## config.mk

```make
export PLATFORM = sky130hd
export DESIGN_NAME = pngu_recon
export DESIGN_NICKNAME = d
export VERILOG_FILES = /design/src/rtl/png_unfilter_rgb24_unit_defines.svh /design/src/rtl/pngu_pkg.sv /design/src/rtl/pngu_recon.sv
export SDC_FILE = /design/constraint.sdc
export NUM_CORES = 1
export LEC_CHECK = 0
export ABC_AREA = 0
export ABC_CLOCK_PERIOD_IN_PS = 24500
export BUFFER_PORTS_ARGS = -buffer_cell sky130_fd_sc_hd__buf_2
export CELL_PAD_IN_SITES_DETAIL_PLACEMENT = 1
export CELL_PAD_IN_SITES_GLOBAL_PLACEMENT = 1
export CORE_UTILIZATION = 45
export DETAILED_ROUTE_END_ITERATION = 12
export GPL_TIMING_DRIVEN = 0
export PLACE_DENSITY_LB_ADDON = 0.1
export SLEW_MARGIN = 20
export SYNTH_ARGS = -nofsm -noshare
export SYNTH_HDL_FRONTEND = slang
export SYNTH_SLANG_ARGS = --single-unit
```

## constraint.sdc

```tcl
create_clock -name clk_i -period 24.5 [get_ports clk_i]
set_input_delay 2.45 -clock clk_i [delete_from_list [all_inputs] [get_ports clk_i]]
set_output_delay 2.45 -clock clk_i [all_outputs]
set_load 0.02 [all_outputs]
```

## src/rtl/png_unfilter_rgb24_unit_defines.svh

```systemverilog
// Assertion macros shared by the unfilter design files.
`ifndef PNG_UNFILTER_RGB24_UNIT_DEFINES_SVH
`define PNG_UNFILTER_RGB24_UNIT_DEFINES_SVH

// The consequent must hold in the same cycle as the antecedent.
`define PNGU_ASSERT_NOW(lbl, pre, post, msg) \
  lbl: assert property (@(posedge clk_i) disable iff (!rst_ni) (pre) |-> (post)) \
    else $error(msg);

// The consequent must hold in the cycle after the antecedent.
`define PNGU_ASSERT_NEXT(lbl, pre, post, msg) \
  lbl: assert property (@(posedge clk_i) disable iff (!rst_ni) (pre) |=> (post)) \
    else $error(msg);

`endif

```

## src/rtl/pngu_pkg.sv

```systemverilog
package pngu_pkg;

  localparam int unsigned MAX_ROW_BYTES = 4096;
  localparam int unsigned BYTE_W        = 8;
  localparam int unsigned ROW_BYTES_W   = 13;
  localparam int unsigned IMAGE_ROWS_W  = 16;
  localparam int unsigned CFG_W         = 16;
  localparam int unsigned OUTQ_DEPTH    = 3;
  localparam int unsigned ROW_BYTES_RST = 3;
  localparam int unsigned IMAGE_ROWS_RST = 1;
  localparam int unsigned PIXEL_BYTES   = 3;

  typedef enum logic [0:0] {
    REG_ROW_BYTES  = 1'b0,
    REG_IMAGE_ROWS = 1'b1
  } cfg_reg_e;

  typedef enum logic [7:0] {
    FILT_NONE  = 8'd0,
    FILT_SUB   = 8'd1,
    FILT_UP    = 8'd2,
    FILT_AVG   = 8'd3,
    FILT_PAETH = 8'd4
  } filter_e;

  // Sample byte on its way from the input to the reconstruction stage.
  typedef struct packed {
    logic [BYTE_W-1:0] data;
    logic              first_row;
    logic              row_start;
    logic              row_end;
    logic              image_end;
  } ctl_t;

  typedef struct packed {
    logic [BYTE_W-1:0] pixel;
    logic              row_end;
    logic              image_end;
  } res_t;

endpackage

```

## src/rtl/pngu_recon.sv

```systemverilog
module pngu_recon (
  input  logic                          clk_i,
  input  logic                          rst_ni,
  input  logic                          valid_i,
  input  pngu_pkg::ctl_t                ctl_i,
  input  logic [pngu_pkg::BYTE_W-1:0]   filter_i,
  input  logic [pngu_pkg::BYTE_W-1:0]   above_i,
  output pngu_pkg::res_t                res_o
);

  // Reconstructed bytes and bytes from above of the last three samples.
  logic [pngu_pkg::BYTE_W-1:0] left_q [pngu_pkg::PIXEL_BYTES];
  logic [pngu_pkg::BYTE_W-1:0] upl_q  [pngu_pkg::PIXEL_BYTES];
  logic [pngu_pkg::BYTE_W-1:0] a, b, c, pred, pixel;
  logic [pngu_pkg::BYTE_W-1:0] pa, pb;
  logic [pngu_pkg::BYTE_W:0]   pc, sab, c2, avg_sum;

  always_comb begin
    a       = ctl_i.row_start ? '0 : left_q[pngu_pkg::PIXEL_BYTES-1];
    c       = ctl_i.row_start ? '0 : upl_q[pngu_pkg::PIXEL_BYTES-1];
    b       = ctl_i.first_row ? '0 : above_i;
    pa      = (b >= c) ? (b - c) : (c - b);
    pb      = (a >= c) ? (a - c) : (c - a);
    sab     = {1'b0, a} + {1'b0, b};
    c2      = {c, 1'b0};
    pc      = (sab >= c2) ? (sab - c2) : (c2 - sab);
    avg_sum = sab >> 1;
    case (filter_i)
      pngu_pkg::FILT_SUB:   pred = a;
      pngu_pkg::FILT_UP:    pred = b;
      pngu_pkg::FILT_AVG:   pred = avg_sum[pngu_pkg::BYTE_W-1:0];
      pngu_pkg::FILT_PAETH: begin
        if (({1'b0, pa} <= {1'b0, pb}) && ({1'b0, pa} <= pc)) begin
          pred = a;
        end else if ({1'b0, pb} <= pc) begin
          pred = b;
        end else begin
          pred = c;
        end
      end
      default:              pred = '0;
    endcase
    pixel = ctl_i.data + pred;
  end

  always_ff @(posedge clk_i or negedge rst_ni) begin
    if (!rst_ni) begin
      for (int i = 0; i < pngu_pkg::PIXEL_BYTES; i++) begin
        left_q[i] <= '0;
        upl_q[i]  <= '0;
      end
    end else if (valid_i) begin
      left_q[0] <= pixel;
      upl_q[0]  <= b;
      for (int i = 1; i < pngu_pkg::PIXEL_BYTES; i++) begin
        left_q[i] <= left_q[i-1];
        upl_q[i]  <= upl_q[i-1];
      end
    end
  end

  assign res_o.pixel     = pixel;
  assign res_o.row_end   = ctl_i.row_end;
  assign res_o.image_end = ctl_i.image_end;

endmodule

```

-- After elaboration in Yosys (flattened, before gate mapping)
Cells that the tools add are included.
- logic and storage cells: 34
- flip-flop bits (word level): 48
- output and inout port bits: 10
- bits of input ports: 31
- reductions and logical operators: 1
- muxes and demuxes: 9
- $add $sub $neg: 8
- equality and inequality tests: 4
- order comparisons: 6
- operators by type and width (kind ; count):
    8-bit 2-to-1 mux ; 7
    8-bit one-hot mux with 4 select lines ; 1
    8-bit subtractor ; 4
    8-bit by 9-bit <= comparator with 1-bit output ; 2
    9-bit subtractor ; 2
    8-bit by 2-bit equality test with 1-bit output (second input constant) ; 2
    8-bit >= comparator ; 2
    8-bit by 8-bit adder with 9-bit output ; 1
    9-bit >= comparator ; 1
    9-bit 2-to-1 mux ; 1
    8-bit adder ; 1
    8-bit by 1-bit equality test with 1-bit output (second input constant) ; 1
    8-bit by 3-bit equality test with 1-bit output (second input constant) ; 1
    8-bit <= comparator ; 1
    1-bit logical AND ; 1

-- Depth between registers and ports, before layout
- word-level depth: 9
- depth in mapped cells: 45
- depth with buffers taken out: 43

-- Worst setup path before layout
No wires, ideal clock.
- path type: input to output
- start point: input ctl_i[2] (netlist name)
- end point: output res_o[9] (netlist name)
- path buffers: 4
- arrival time: 11.126 ns
- cell stages on the path: 44
- data required time: 22.050 ns
- setup slack: 10.924 ns
- path through: clkbuf_1 > buf_1 > nor2b_1 > ha_1 > maj3_1 > a21oi_1 > o21ai_0 > a21oi_1 > o32ai_1 > xnor2_1 > inv_1 > ha_1 > buf_6 > a21o_4 > a2111o_1 > o22ai_2 > nand2_1 > nand3_1 > [8 not listed] > nor4_1 > nor3_2 > o2111ai_1 > o32a_1 > buf_6 > a21oi_1 > nor3_1 > a221o_1 > ha_1 > a21o_1 > a21oi_1 > o21bai_1 > a21oi_1 > o21ai_0 > xnor2_1 > nor2_1 > and4b_1 > or4b_4
- RTL lines (what ; RTL line ; RTL):
    start: declaration ; pngu_recon.sv:5 ; input pngu_pkg::ctl_t ctl_i,
    end: declaration ; pngu_recon.sv:8 ; output pngu_pkg::res_t res_o

==> impl_results.md <==
- Min Tclk post-route: 16.20 ns
- XOR/XNOR share of the synthesized area: 0.0693
- Hold Slack: 0.483 ns
- Clock skew: 0.00369 ns
- Hold EP: left_q[3]$_DFFE_PN0P_
- GRT Overall Usage: 0.286
- CTS clk-pin slew, worst paths: 0.06 ns
- Top FF cell, synth: dfrtp_1
- Initial antenna violation count: 0
- IO Port Bufs: 36
- CORE AREA: 0.0126 sq mm
- CP max FO: 10
- Cts repair resizes: 0
- Seq cells post-synth: 48
- Total congestion overflow: 0
- Max Clk Rate: between 60 and 70 MHz
- First-pass GRT wire length: 29.1 mm
- Slew headroom: 0.418
- Multiplexer share of the synthesized area: 0.116
- Clock Sinks: 48
- Syn Area/Cell: around 8.6 sq um
- CTS Buffer Depth: 2
- Wirelength, routed: 18.1 mm
- WL/cell: 20.4 um
- Post-synthesis async set-or-reset flop share: 1.00
- Mapped Nets: 775
- Drt pass-1 iters: 5
- CTS Hold Buffers Added: 0
- Critical Path Max Stage Delay: just under 0.5 ns
- Root Buffer: clkbuf_16
- Largest family of logic cells by synthesized area: compound AO/OA/AOI/OAI gates
- Via/cell ratio: 5.90
- Tcrit/Tclk final: 0.661
- Hold Startpoint: left_q[11]$_DFFE_PN0P_
- Die area: about 0.013 sq mm
- Mapped Cells: roughly 670
- Cts bufs inserted: 5
- Final nets: 818
- Fin util: 0.504
- Synth Area in Compound Gates: 0.203
- Site Rows: 41
- Vias in the first global route: 5569
- Post-synthesis adder-cell area fraction: 0.173
- Via count: around 5.2k
- Starting Density: 0.461
- CP dominant cell by count: a21oi_1
- Endpoints failing setup: 0
- Chip width: 116 um
- Fin area: 0.00636 sq mm
- Number of enable flip-flop cells after synthesis: 0
- HP Class: register to register
- Share of cells above drive strength 1: 0.170
- Worst Tran Pin Value: 0.872 ns
- Largest net degree at the start of global routing: between 40 and 50
- Final Wtd Congestion: 0.923
- Crit path DAT: around 14 ns
- Kind of critical path: primary input to output port
- Die Span Y: 116 um
- Synth cell types: 80
- Mapped cell area: 0.00581 sq mm
- Req. time, crit path: 22.05 ns
- R2R cell count: 43
- Hold depth: 2
- Area grow syn2layout: 9.49%
- Post-DP HPWL: 14.9 mm
- Ys Warns: 0
- DRC errors left: 0
- Max Cap Viol: 0
- Power per cell area: 106 mW/mm^2
- RSZ-0062 raised after global routing: false
- P_leak: between 2 and 3 nW
- Worst skew pair latency: 0.29 ns
- CTS tree: yes
- FF-to-FF Start: left_q[1]$_DFFE_PN0P_
- Reg2reg setup slack: approximately 14 ns
- Iteration-0 DRC count of the detailed router: between 200 and 300
- Buf+Inv Stages, Crit Path: 7
- Worst vdd ir: 60.0 uV
- Routed Antenna Nets: 0
- Slew Limit Fails: 0
- Critical Path Slowest Stage Cell: or4b_4
- Diodes inserted: 0
- Synth Area in Simple Gates: 0.176
- Startpoint Class: primary input
- Setup Fix Bufs, Post-CTS: 0
- Final hold vios: 0
- Number of placed I/O pins: 41
- Status: completed
- Setup TNS: 0 ns
- Register area share after synthesis: 0.207
- Worst reg2reg path endpoint: left_q[23]$_DFFE_PN0P_
- Crit end category: output port
- Top delay family on crit path: compound AO/OA/AOI/OAI gates
- CTS H-tree depth: 2
- Area after DPL: 0.00621 sq mm
- Tot Pwr: 0.673 mW
## cell usage after synthesis (all sizes together), types with 11 or more instances
| master | n | share of area |
|---|---|---|
| ha | 65 | 0.14 |
| nand2 | 50 | 0.032 |
| dfrtp | 48 | 0.21 |
| inv | 48 | 0.031 |
| mux2 | 46 | 0.090 |
| a21oi | 44 | 0.039 |
| nor2 | 37 | 0.024 |
| o21ai | 32 | 0.028 |
| xnor2 | 32 | 0.053 |
| clkbuf | 24 | 0.016 |
| nor2b | 22 | 0.024 |
| nand2b | 19 | 0.020 |
| mux2i | 15 | 0.026 |
| nor3 | 15 | 0.015 |
| nand3 | 14 | 0.012 |
| a21o | 12 | 0.017 |
| xor2 | 11 | 0.017 |
## sequential cells by signal (all words and copies together), names as in the netlist
register / cells
left_q: 24
upl_q: 24
## cell usage in the layout (no fill, tap or decap), types with 9 or more instances in the layout
cell and instances:
nor3_1 13, mux2i_1 15, xor2_1 11, a21o_1 11, nand2_1 50, inv_1 44
mux2_2 45, ha_1 65, nand2b_1 19, dfrtp_1 48, nand3_1 14, clkbuf_1 24
maj3_1 9, a21oi_1 42, nor2b_1 22, buf_2 37, a31oi_1 9, nor2_1 37
xnor2_1 30, o21ai_0 30
## logic make-up after synthesis
family	count (synthesis)
simple gates	196
compound gates	167
flops	48
buf+inv	80
xor+xnor	43
fa+ha+maj	79
mux	61
## through the flow
stage / cells / setup slack, ns
4_1_cts: 890 / 8.34
3_5_place_dp: 882 / 8.42
3_3_place_gp: 882 / 8.61
5_1_grt: 890 / 7.55
2_1_floorplan: 674 / 10.92
6_report: 890 / 8.30
## how the worst max path moves through the flow
| stage | from | end | slack [ns] | cells past startpoint |
|---|---|---|---|---|
| after floorplan | ctl_i[2] | res_o[9] | 10.92 | 44 |
| after global placement | ctl_i[2] | res_o[9] | 8.61 | 46 |
| after detailed placement | ctl_i[2] | res_o[9] | 8.42 | 46 |
| after CTS | ctl_i[2] | res_o[9] | 8.34 | 46 |
| after global routing | ctl_i[2] | res_o[9] | 7.55 | 46 |
| final | ctl_i[2] | res_o[9] | 8.30 | 46 |
## routing by layer
metal  vias to the layer above  part of all wire  GRT usage
li1                       2510                 -          -
met1                      2570              0.44      0.357
met2                       124              0.50      0.517
met3                        43             0.035     0.0220
met4                         0             0.025      0.104
met5                         -                 0          0
## area by class of cell
| class | instances | area [sq um] |
|---|---|---|
| Buffer | 32 | 153 |
| Clock buffer | 6 | 139 |
| Clock inverter | 2 | 15.0 |
| Fill cell | 1577 | 6260 |
| Inverter | 48 | 180 |
| Multi-Input combinational cell | 546 | 4280 |
| Sequential cell | 48 | 1200 |
| Tap cell | 172 | 215 |
| Timing Repair Buffer | 36 | 183 |
## power by group
group          total [mW]  switching [mW]  leakage [nW]  internal [mW]
sequential          0.101         0.00913         0.589         0.0920
clock              0.0681          0.0276        0.0691         0.0405
combinational       0.504           0.297          2.21          0.207
total               0.673           0.334          2.86          0.340
## tightest hold or removal path, cell delays in order (launching register included)
cell and delay (ns):
dfrtp_1 0.34, nand2_1 0.05, o21ai_0 0.06
Note: power is estimated with default switching activity, not from simulation.
