File: config.mk
export PLATFORM = sky130hd
export DESIGN_NAME = pngu_outq
export DESIGN_NICKNAME = d
export VERILOG_FILES = /design/src/rtl/pngu_pkg.sv /design/src/rtl/pngu_outq.sv
export VERILOG_INCLUDE_DIRS = /design/src /design/src/rtl
export SDC_FILE = /design/constraint.sdc
export NUM_CORES = 1
export LEC_CHECK = 0
export BUFFER_PORTS_ARGS = -buffer_cell sky130_fd_sc_hd__buf_2
export CAP_MARGIN = 20
export CORE_AREA = 2 2 101 54
export CTS_CLUSTER_SIZE = 14
export DETAILED_ROUTE_END_ITERATION = 16
export DIE_AREA = 0 0 103 56
export PLACE_DENSITY = 0.46
export SLEW_MARGIN = 20
export SYNTH_ARGS = -nofsm -noshare
export SYNTH_HDL_FRONTEND = slang
export SYNTH_SLANG_ARGS = --single-unit
File: constraint.sdc
create_clock -name clk_i -period 2.3 [get_ports clk_i]
set_input_delay 0.115 -clock clk_i [delete_from_list [all_inputs] [get_ports clk_i]]
set_output_delay 0.115 -clock clk_i [all_outputs]
set_load 0.01 [all_outputs]
File: src/rtl/png_unfilter_rgb24_unit_defines.svh
// Assertion macros shared by the unfilter design files.
`ifndef PNG_UNFILTER_RGB24_UNIT_DEFINES_SVH
`define PNG_UNFILTER_RGB24_UNIT_DEFINES_SVH

// The consequent must hold in the same cycle as the antecedent.
`define PNGU_ASSERT_NOW(lbl, pre, post, msg) \
  lbl: assert property (@(posedge clk_i) disable iff (!rst_ni) (pre) |-> (post)) \
    else $error(msg);

// The consequent must hold in the cycle after the antecedent.
`define PNGU_ASSERT_NEXT(lbl, pre, post, msg) \
  lbl: assert property (@(posedge clk_i) disable iff (!rst_ni) (pre) |=> (post)) \
    else $error(msg);

`endif

File: src/rtl/pngu_pkg.sv
package pngu_pkg;

  localparam int unsigned MAX_ROW_BYTES = 4096;
  localparam int unsigned BYTE_W        = 8;
  localparam int unsigned ROW_BYTES_W   = 13;
  localparam int unsigned IMAGE_ROWS_W  = 16;
  localparam int unsigned CFG_W         = 16;
  localparam int unsigned OUTQ_DEPTH    = 3;
  localparam int unsigned ROW_BYTES_RST = 3;
  localparam int unsigned IMAGE_ROWS_RST = 1;
  localparam int unsigned PIXEL_BYTES   = 3;

  typedef enum logic [0:0] {
    REG_ROW_BYTES  = 1'b0,
    REG_IMAGE_ROWS = 1'b1
  } cfg_reg_e;

  typedef enum logic [7:0] {
    FILT_NONE  = 8'd0,
    FILT_SUB   = 8'd1,
    FILT_UP    = 8'd2,
    FILT_AVG   = 8'd3,
    FILT_PAETH = 8'd4
  } filter_e;

  // Sample byte on its way from the input to the reconstruction stage.
  typedef struct packed {
    logic [BYTE_W-1:0] data;
    logic              first_row;
    logic              row_start;
    logic              row_end;
    logic              image_end;
  } ctl_t;

  typedef struct packed {
    logic [BYTE_W-1:0] pixel;
    logic              row_end;
    logic              image_end;
  } res_t;

endpackage

File: src/rtl/pngu_outq.sv
`include "png_unfilter_rgb24_unit_defines.svh"

module pngu_outq (
  input  logic           clk_i,
  input  logic           rst_ni,
  input  logic           push_i,
  input  pngu_pkg::res_t res_i,
  output logic           valid_o,
  input  logic           ready_i,
  output pngu_pkg::res_t res_o,
  output logic [$clog2(pngu_pkg::OUTQ_DEPTH+1)-1:0] count_o
);

  localparam int unsigned PW = $clog2(pngu_pkg::OUTQ_DEPTH);
  localparam int unsigned NW = $clog2(pngu_pkg::OUTQ_DEPTH + 1);

  pngu_pkg::res_t mem_q [pngu_pkg::OUTQ_DEPTH];
  logic [PW-1:0]  wptr_q, wptr_d, rptr_q, rptr_d;
  logic [NW-1:0]  count_q, count_d;
  logic           pop;

  assign pop = valid_o && ready_i;

  always_comb begin
    wptr_d  = wptr_q;
    rptr_d  = rptr_q;
    count_d = count_q;
    if (push_i) begin
      wptr_d = (wptr_q == PW'(pngu_pkg::OUTQ_DEPTH - 1)) ? '0 : wptr_q + PW'(1);
    end
    if (pop) begin
      rptr_d = (rptr_q == PW'(pngu_pkg::OUTQ_DEPTH - 1)) ? '0 : rptr_q + PW'(1);
    end
    if (push_i && !pop) begin
      count_d = count_q + NW'(1);
    end else if (pop && !push_i) begin
      count_d = count_q - NW'(1);
    end
  end

  always_ff @(posedge clk_i or negedge rst_ni) begin
    if (!rst_ni) begin
      wptr_q  <= '0;
      rptr_q  <= '0;
      count_q <= '0;
    end else begin
      wptr_q  <= wptr_d;
      rptr_q  <= rptr_d;
      count_q <= count_d;
    end
  end

  always_ff @(posedge clk_i) begin
    if (push_i) begin
      mem_q[wptr_q] <= res_i;
    end
  end

  assign valid_o = (count_q != '0);
  assign res_o   = mem_q[rptr_q];
  assign count_o = count_q;

  `PNGU_ASSERT_NOW(a_no_overflow, push_i && !pop, count_q < NW'(pngu_pkg::OUTQ_DEPTH), "output queue overflow")
  `PNGU_ASSERT_NEXT(a_count_tracks, push_i && !pop, count_q != '0, "output queue count lost a transaction")

endmodule

======== Word level (Yosys, flattened, before mapping) ========
Memory sizes are Yosys's and may differ from the RTL's.
Cells that the tools add are included.
Widths: inputs -> output; s select.
storage, ports and cells
  register bits ........................... 6
  RAM bits ................................ 30
  input bits .............................. 14
  output and inout bits ................... 13
  logic and storage cells ................. 23
  memories kept ........................... 1
memories
  name   words  bits a word  read ports  clocked after Yosys merged registers in  wr ports  line             RTL
  mem_q  3      10           1           0                                        1         pngu_outq.sv:17  pngu_pkg::res_t mem_q [pngu_pkg::OUTQ_DEPTH];
cells by class
  $add $sub $neg .......................... 4
  equal/unequal tests ..................... 2
  mux-type cells .......................... 6
  reductions and logical operators ........ 7
operator list
  operator             count
  $mux 2               4
  $add 2x1->2 const B  3
  $eq 2x2->1 const B   2
  $reduce_bool 2->1    2
  $logic_and 1x1->1    3
  $logic_not 1->1      2
  $mux 1               2
  $sub 2x1->2 const B  1

======== Logic depth before layout (Yosys ltp) ========
Gate-level depths: netlist of run 1.
  depth in word-level cells ............... 5
  depth in mapped cells ................... 5
  depth with buffers taken out ............ 5

======== Least setup slack after synthesis of run 1 ========
No wires, ideal clock.
  path type ............................... reg2reg
  start point ............................. register wptr_q[0]
  end point ............................... memory mem_q[2][0] (netlist bit), enable pin
  setup time .............................. 0.392 ns
  data arrival time ....................... 1.226 ns
  path slack .............................. 0.682 ns
  stages on the path, launching flop included .. 2
  buffers on the path ..................... 0
  period minus slack after synthesis ...... 1.618 ns
  path through ............................ dfrtp_1 -> nor3b_1
RTL lines
  element                 line             RTL
  from (decl)             pngu_outq.sv:18  logic [PW-1:0] wptr_q, wptr_d, rptr_q, rptr_d;
  from (signal assigned)  pngu_outq.sv:47  wptr_q <= wptr_d;
  to (decl)               pngu_outq.sv:17
Straight into the memory's write port.

==> impl_metrics.tcl, run 1 <==
set metrics [dict create \
    drc 0 \
    routabilityCongestion 0.650 \
    maxCapViolCount 0 \
    clkPwrFrac 0.210 \
    min-delay-path-class "in2reg" \
    crit_required_ns 2.18 \
    synth_cell_types 21 \
    core_area_sq_um 4820 \
    clk_pin_slew_ns 0.07 \
    power_density_nw_per_um2 1160 \
    start_util 0.287 \
    grt_pass1_vias 796 \
    grt_use_total 0.0929 \
    antenna_found_initial 0 \
    worstPathArrival_ns 1.53 \
    reg2reg_from "wptr_q[0]$_DFFE_PN0P_" \
    die_y_um 56 \
    p_comb_frac 0.282 \
    overflow 0 \
    r2r_cells 3 \
    fin_tns_setup_ns 0 \
    holdWs_ns 0.0356 \
    period_needed_ns 1.65 \
    rows 18 \
    ir_drop_mv 0.395 \
    hold_viol_final 0 \
    syn_area_sq_um 1390 \
    portBuffers 26 \
    seqPwrFrac 0.508 \
    netlist_instances 88 \
    multi_input_comb_area_sq_um 314 \
    worstSetupStartpointType "flip-flop" \
    grt_pass1_wl_mm 3.81 \
    rrSetupSlack_ns 0.94 \
    ios 27 \
    drive_gt1_frac 0.328 \
    seq_area_frac_synth 0.759 \
    synth_nets 103 \
    die-area_sq_um 5770 \
    period_share 0.717 \
    n_fill_cell 500 \
    endpoint_kind "primary output" \
    drtPass1Iterations 3 \
    die_w_um 103 \
    switching_power_mw 0.642 \
    cts_tree "built" \
    numClockSinks 36 \
    rsz0062_at_grt "no" \
    startpoint "rptr_q[0]$_DFFE_PN0P_" \
    grt_max_degree 24 \
    clockBufferDepth 2 \
    drt_iter0_drc 31 \
    cts_root_buffer "clkbuf_8" \
    vias_per_cell 4.06 \
    p_int_mw 1.35 \
    postRouteAntennaNets 0 \
    finalSetupViolCount 0 \
    syn_to_final_growth_pct 23.8 \
    wirelength_mm 2.33 \
    criticalPathCategory "reg2out" \
    htree_levels 2 \
    routed-via-count 792 \
    cts_resized 0 \
    clock_latency_ns 0.28 \
    postSynthAreaPerCell_sq_um 15.7 \
    utilization 0.356 \
    yosys.area.top_type "edfxtp_1" \
    tightestPinTransition_ns 0.672 \
    cts_buffers 5 \
    p_total_mw 1.99 \
    p_sw_frac 0.322 \
    ys.warnings.count 0 \
    status "complete, no violations" \
    yosysTopAreaCellShare 0.650 \
    maxSlewViolCount 0 \
    p_leak_nw 0.671 \
    critPathMaxFanout 13 \
    seqCellArea_sq_um 1050 \
    n_antenna_cell 0 \
    avgRoutedWirePerCell_um 11.9 \
    finalNetCount 139 \
    place_hpwl_mm 1.64 \
    finalClockSkew_ns 0.00443 \
    synthTopCellsByArea "edfxtp_1 65%, dfrtp_1 11%, mux2i_1 7.2%" \
    cp-endpoint "res_o[7]" \
    max_freq_mhz 606 \
    synth-seq-cells 36 \
    r2r-end "mem_q[1][6]$_DFFE_PP_" \
    slew_headroom 0.552 \
]
layout make-up:
cell class / count / share of cell area
clock buffer: 7 / 0.0445
clock inverter: 1 / 0.00292
inverter: 1 / 0.00219
multi-input combinational: 48 / 0.183
sequential: 36 / 0.613
tap: 70 / 0.0511
timing repair buffer: 32 / 0.104
worst max-delay path, cell delays in order (launching register included):
cell,delay [ns]
dfrtp_1,0.76
mux2i_1,0.24
o21ai_0,0.09
buf_2,0.17
power by group through the flow:
stage / combinational, mW / clock, mW / sequential (mW)
2_1_floorplan: 0.428 / 0 / 0.944
3_3_place_gp: 0.571 / 0 / 1.03
3_5_place_dp: 0.581 / 0 / 1.04
4_1_cts: 0.582 / 0.437 / 1.02
5_1_grt: 0.635 / 0.466 / 1.04
6_report: 0.562 / 0.418 / 1.01
synthesized netlist by cell type:
| library cell | count |
|---|---|
| a21o_1 | 2 |
| a21o_2 | 1 |
| buf_2 | 1 |
| buf_6 | 1 |
| clkbuf_2 | 1 |
| dfrtp_1 | 6 |
| edfxtp_1 | 30 |
| ha_1 | 1 |
| inv_1 | 1 |
| mux2i_1 | 10 |
| nand2_1 | 12 |
| nand2b_1 | 1 |
| nor2_1 | 2 |
| nor3_1 | 2 |
| nor3b_1 | 1 |
| o21ai_0 | 3 |
| o21ai_1 | 8 |
| o21ai_2 | 1 |
| or2_2 | 1 |
| xnor2_1 | 1 |
| xor2_1 | 2 |
through the flow:
step | area (sq um) | setup WS [ns] | instances
global placement | 1620 | 0.910 | 186
floorplan | 1390 | 0.682 | 88
detailed placement | 1620 | 0.903 | 186
CTS | 1720 | 0.588 | 195
global route | 1720 | 0.488 | 195
finish | 1720 | 0.651 | 195
sequential cells by signal, summed over array words and instances (netlist names):
name,count
rptr_q,2
wptr_q,2
mem_q,30
count_o,2
logic make-up (layout without fill, tap and decap cells):
logic type      after synthesis  after routing  synth area share
compound gates               15             15            0.0632
xor+xnor                      3              3            0.0190
fa+ha+maj                     1              1           0.00903
buf+inv                       4             41            0.0181
flops                        36             36             0.759
mux                          10             10            0.0723
simple gates                 19             19            0.0596
cells in the final DEF (no fill, tap or decap), types with 2 or more instances in the layout:
master,n
edfxtp_1,30
buf_2,26
nand2_1,12
mux2i_1,10
o21ai_1,8
dfrtp_1,6
clkbuf_8,5
buf_4,5
o21ai_0,3
nor2_1,2
nor3_1,2
a21o_1,2
xor2_1,2
clkbuf_1,2
routing by layer:
| metal | wire (um) | vias to the layer above | track usage |
|---|---|---|---|
| li1 | - | 395 | - |
| met1 | 1140 | 373 | 0.120 |
| met2 | 1010 | 17 | 0.133 |
| met3 | 128 | 7 | 0.0364 |
| met4 | 52 | 0 | 0.0508 |
| met5 | 0 | - | 0 |
worst min-delay path by stage:
stage / from / endpoint / slack [ns] / depth (start not counted)
finish: res_i[4] / mem_q[2][4]$_DFFE_PP_ / 0.04 / 1
global route: res_i[4] / mem_q[2][4]$_DFFE_PP_ / 0.02 / 1
CTS: res_i[4] / mem_q[2][4]$_DFFE_PP_ / 0.02 / 1
detailed placement: rst_ni / count_o[0]$_DFFE_PN0P_ / -0.04 / 1
global placement: rst_ni / count_o[0]$_DFFE_PN0P_ / -0.05 / 1
floorplan: rst_ni / count_o[0]$_DFFE_PN0P_ / -0.18 / 0
what timing repair did:
action,4_1_cts,5_1_grt
buffers inserted,0,0
endpoints found under the hold margin,6,0
hold buffers,1,0
Note: power is estimated with default switching activity, not from simulation.
==> run 2, diff against run 1 <==
Clock period 2.3 ns to 1.73 ns, I/O delays scaled along.
==> run 2 against run 1 <==
Compared with the run above: cell count grew 2.6%; critical path depth grew 1; die area is the same; sequential power grew 22%; non-clock buffer count grew 6; sequential cell count is the same; power grew 35%; critical path type unchanged; sequential share of layout area shrank 1.7 points; combinational power grew 66%; core utilization grew 1.0 points; cell area grew 2.8%; worst hold slack lost 0.025 ns.
==> impl_metrics.tcl, run 2 (same netlist as run 1, synthesis figures left out) <==
set metrics [dict create \
    status "complete, no violations" \
    min-delay-path-class "in2reg" \
    numClockSinks 36 \
    finalClockSkew_ns 0.00697 \
    wirelength_mm 2.41 \
    reg2reg_from "count_o[0]$_DFFE_PN0P_" \
    portBuffers 26 \
    final_common_cell "edfxtp_1" \
    syn_to_final_growth_pct 27.4 \
    p_leak_nw 0.697 \
    grt_use_total 0.0952 \
    finalSetupViolCount 0 \
    whs_path_depth 1 \
    cts_buffers 5 \
    period_needed_ns 1.34 \
    grt_pass1_wl_mm 3.91 \
    power_density_nw_per_um2 1530 \
    clk_pin_slew_ns 0.07 \
    drt_iter0_drc 37 \
    largest_register "mem_q" \
    vias_per_cell 4.02 \
    n_antenna_cell 0 \
    rows 18 \
    maxCapViolCount 0 \
    criticalPathCategory "reg2out" \
    hold_viol_final 0 \
    hold_end "mem_q[0][0]$_DFFE_PP_" \
    fin_tns_setup_ns 0 \
    endpoint_kind "primary output" \
    start_util 0.287 \
    layout_common_cells "30 x edfxtp_1, 26 x buf_2, 12 x nand2_1" \
    ir_drop_mv 0.564 \
    grt_pass1_vias 799 \
    rrSetupSlack_ns 0.39 \
    placed_cells 189 \
    core_area_sq_um 4820 \
    grt_max_degree 21 \
    slew_headroom 0.821 \
    finalNetCount 145 \
    die_w_um 103 \
    crit_required_ns 1.64 \
    cts_root_buffer "clkbuf_8" \
    final_cell_count_no_fill 200 \
    cts_resized 0 \
    p_total_mw 2.70 \
    r2r_cells 5 \
    worstSetupStartpointType "flip-flop" \
    tightestPinTransition_ns 0.268 \
    avgRoutedWirePerCell_um 12.0 \
    ios 27 \
    period_share 0.777 \
    die_y_um 56 \
    hold_path_startpoint "res_i[0]" \
    r2r-end "count_o[1]$_DFFE_PN0P_" \
    clockBufferDepth 2 \
    overflow 0 \
    antenna_found_initial 0 \
    max_freq_mhz 744 \
    maxSlewViolCount 0 \
    postRouteAntennaNets 0 \
    routed-via-count 803 \
    critPathMaxFanout 6 \
    clock_latency_ns 0.28 \
    place_hpwl_mm 1.69 \
    routabilityCongestion 0.681 \
    cts_tree "built" \
    drc 0 \
    largest_reg_flops 30 \
    htree_levels 2 \
    die-area_sq_um 5770 \
    drive_gt1_frac 0.338 \
    worstPathArrival_ns 1.26 \
    drtPass1Iterations 3 \
    rsz0062_at_grt "no" \
]
[run 2: changes by cell type in the layout (fill, tap and decap cells not counted), sizes merged]
cell / previous run / this run
buf: 31 / 34
dlygate4sd3: 1 / 4
clkbuf: 7 / 6
[run 2: layout make-up]
cell class,instances,area [sq um]
repair buffers,38,230
flip-flops and latches,36,1050
fillers,485,3060
clock buffers,6,72.6
clock inverters,1,5.00
inverters,1,3.75
well taps,70,87.6
multi-input cells,48,314
[run 2: repair_timing]
item                                   in CTS  in global routing
buffers inserted                            0                  0
endpoints found under the hold margin      15                  0
hold buffers                                4                  0
[run 2: worst max-delay path, stage by stage, from the launching register on]
cell and delay, ns:
dfrtp_1 0.38, buf_4 0.18, mux2i_1 0.13, o21ai_0 0.14, buf_2 0.15
[run 2: worst max-delay path by stage]
stage	startpoint	endpoint	cells after the start
final	rptr_q[0]$_DFFE_PN0P_	res_o[7]	4
after detailed placement	count_o[0]$_DFFE_PN0P_	count_o[1]$_DFFE_PN0P_	5
after global placement	count_o[1]$_DFFE_PN0P_	count_o[1]$_DFFE_PN0P_	5
after floorplan	wptr_q[0]$_DFFE_PN0P_	mem_q[2][0]$_DFFE_PP_	1
after global routing	rptr_q[0]$_DFFE_PN0P_	res_o[6]	4
after CTS	rptr_q[0]$_DFFE_PN0P_	res_o[7]	4
[run 2: through the flow]
step	area (sq um)	setup slack, ns	hold slack, ns	utilization
after global placement	1650	0.449	-0.0757	0.342
after global routing	1760	0.277	0.00295	0.366
final	1760	0.386	0.0110	0.366
after CTS	1760	0.366	0.00142	0.366
after floorplan	1390	0.112	-0.209	-
after detailed placement	1650	0.412	-0.0778	0.342
[run 2: report_power, final]
part	switching [mW]	internal, mW	total (mW)	leakage, nW
Sequential	0.0919	1.14	1.23	0.351
Combinational	0.506	0.425	0.931	0.306
Clock	0.266	0.273	0.539	0.0410
Total	0.864	1.83	2.70	0.697
[run 2: metal layers]
metal	global-route usage	part of all wire	vias to the layer above	wire, um
met2	0.147	0.46	17	1100
met5	0	0	-	0
met3	0.0377	0.054	4	130
li1	-	-	404	-
met1	0.112	0.47	378	1130
met4	0.0564	0.022	0	52
==> run 3, diff against run 2 <==
Settings changed: PLACE_DENSITY 0.46 to 0.47.
Clock period 1.73 ns to 1.1 ns, I/O delays scaled along.
==> run 3 against run 2 <==
Compared with the run above: the flow now finishes with violations (setup timing); critical path depth stayed put; via count up 8.5%; non-clock buffer count grew 16; sequential share of layout area shrank 8.7 points; highest routed layer unchanged; worst setup slack got worse by 0.60 ns; clock power grew 110%; global-route usage increased by 0.19 points; critical path type unchanged; cell area increased by 17%; sequential cell count did not move; sequential power is 61% higher; clock skew decreased by 0.0034 ns.
==> impl_metrics.tcl, run 3 (same netlist as run 1, synthesis figures left out) <==
set metrics [dict create \
    die_y_um 56 \
    p_leak_nw 0.814 \
    ios 27 \
    critPathMaxFanout 7 \
    dp_slack_ns -0.0953 \
    endpoint_kind "primary output" \
    utilization 0.430 \
    overflow 0 \
    cts_tree "built" \
    grt_pass1_wl_mm 4.11 \
    worstPathArrival_ns 1.25 \
    worstSetupStartpointType "flip-flop" \
    min-delay-path-class "in2async" \
    tightestPinTransition_ns 0.239 \
    drtPass1Iterations 3 \
    crit_slowest_cell "dfrtp_1" \
    routabilityCongestion 0.639 \
    criticalPathCategory "reg2out" \
    maxCapViolCount 0 \
    place_hpwl_mm 1.75 \
    period_needed_ns 1.31 \
    status "finished with violations" \
    max_freq_mhz 764 \
    worst_slack_ns -0.209 \
    largest_register "mem_q" \
    largest_reg_flops 30 \
    start_util 0.287 \
    layout_common_cells "30 x edfxtp_1, 24 x buf_2, 14 x buf_6" \
    portBuffers 26 \
    clk_pin_slew_ns 0.07 \
    postRouteAntennaNets 0 \
    finalSetupViolCount 33 \
    grt_pass1_vias 852 \
    vias_per_cell 4.01 \
    critPathMaxStageDelay_ns 0.42 \
    clock_latency_ns 0.28 \
    final_cell_count_no_fill 217 \
    rows 18 \
    maxSlewViolCount 0 \
    finalNetCount 161 \
    grt_use_total 0.0971 \
    ir_drop_mv 1.30 \
    finalClockSkew_ns 0.00359 \
    period_share 1.19 \
    drt_iter0_drc 38 \
    crit_chain "buf_12 > mux2i_1 > o21ai_1 > buf_2" \
    hold_viol_final 0 \
    die-area_sq_um 5770 \
    clockBufferDepth 2 \
    numClockSinks 36 \
    rsz0062_at_grt "yes" \
    drive_gt1_frac 0.429 \
    drc 0 \
    power_density_nw_per_um2 2500 \
    htree_levels 2 \
    antenna_found_initial 0 \
    routed-via-count 871 \
    crit_required_ns 1.04 \
    cts_buffers 5 \
    slew_headroom 0.840 \
    final_common_cell "edfxtp_1" \
    core_area_sq_um 4820 \
    die_w_um 103 \
    cts_root_buffer "clkbuf_8" \
    n_antenna_cell 0 \
    avgRoutedWirePerCell_um 11.7 \
    grt_max_degree 21 \
    fin_tns_setup_ns -3.03 \
    syn_to_final_growth_pct 49.6 \
    wirelength_mm 2.55 \
    violations "setup timing" \
    placed_cells 194 \
]
[run 3: report_power, final]
part           total, mW  internal, mW  switching, mW
Clock               1.13         0.670          0.462
Sequential          1.98          1.80          0.181
Combinational       2.07          1.13          0.936
[run 3: area by class of cell]
| class | count | area [sq um] |
|---|---|---|
| multi-input combinational | 48 | 364 |
| inverter | 1 | 3.75 |
| clock buffer | 5 | 68.8 |
| fill | 451 | 2750 |
| tap | 70 | 87.6 |
| timing repair buffer | 54 | 450 |
| clock inverter | 3 | 42.5 |
| sequential | 36 | 1050 |
[run 3: per-layer routing]
metal  track usage  share of wire  up-vias
met5             0              0        -
met4        0.0508          0.016        0
met3        0.0364          0.049        5
met2         0.135           0.45       21
met1         0.130           0.48      410
li1              -              -      435
[run 3: final timing paths]
check / startpoint / to / slack, ns / cells past startpoint
setup / recovery: rptr_q[0]$_DFFE_PN0P_ / res_o[4] / -0.21 / 4
hold / removal: rst_ni / count_o[1]$_DFFE_PN0P_ / 0.12 / 2
setup reg to reg: count_o[1]$_DFFE_PN0P_ / count_o[1]$_DFFE_PN0P_ / -0.12 / 5
hold reg to reg: rptr_q[1]$_DFFE_PN0P_ / rptr_q[1]$_DFFE_PN0P_ / 0.58 / 2
max in group asynchronous: rst_ni / wptr_q[0]$_DFFE_PN0P_ / 0.82 / 2
min in group clk_i: push_i / count_o[0]$_DFFE_PN0P_ / 0.15 / 3
[run 3: timing repair]
action / 4_1_cts / 5_1_grt
endpoints found under the hold margin: 36 / 0
pin swaps: 1 / 1
endpoints found under the setup margin: 42 / 42
hold buffers: 11 / 0
resized for setup: 17 / 5
buffers inserted: 3 / 2
[run 3: worst max-delay path: cells and delay by family, from the launching register on]
family | cells | cell delay (ns)
flip-flops | 1 | 0.42
AO/OA/AOI/OAI | 1 | 0.13
multiplexers | 1 | 0.11
buffers and inverters | 2 | 0.31
[run 3: stage by stage]
step	hold WS, ns	area [sq um]	total power, mW
2_1_floorplan	-0.241	1420	2.93
3_3_place_gp	-0.109	1740	3.73
3_5_place_dp	-0.110	1740	3.74
4_1_cts	0.111	2030	5.16
5_1_grt	0.113	2070	5.50
6_report	0.123	2070	5.18
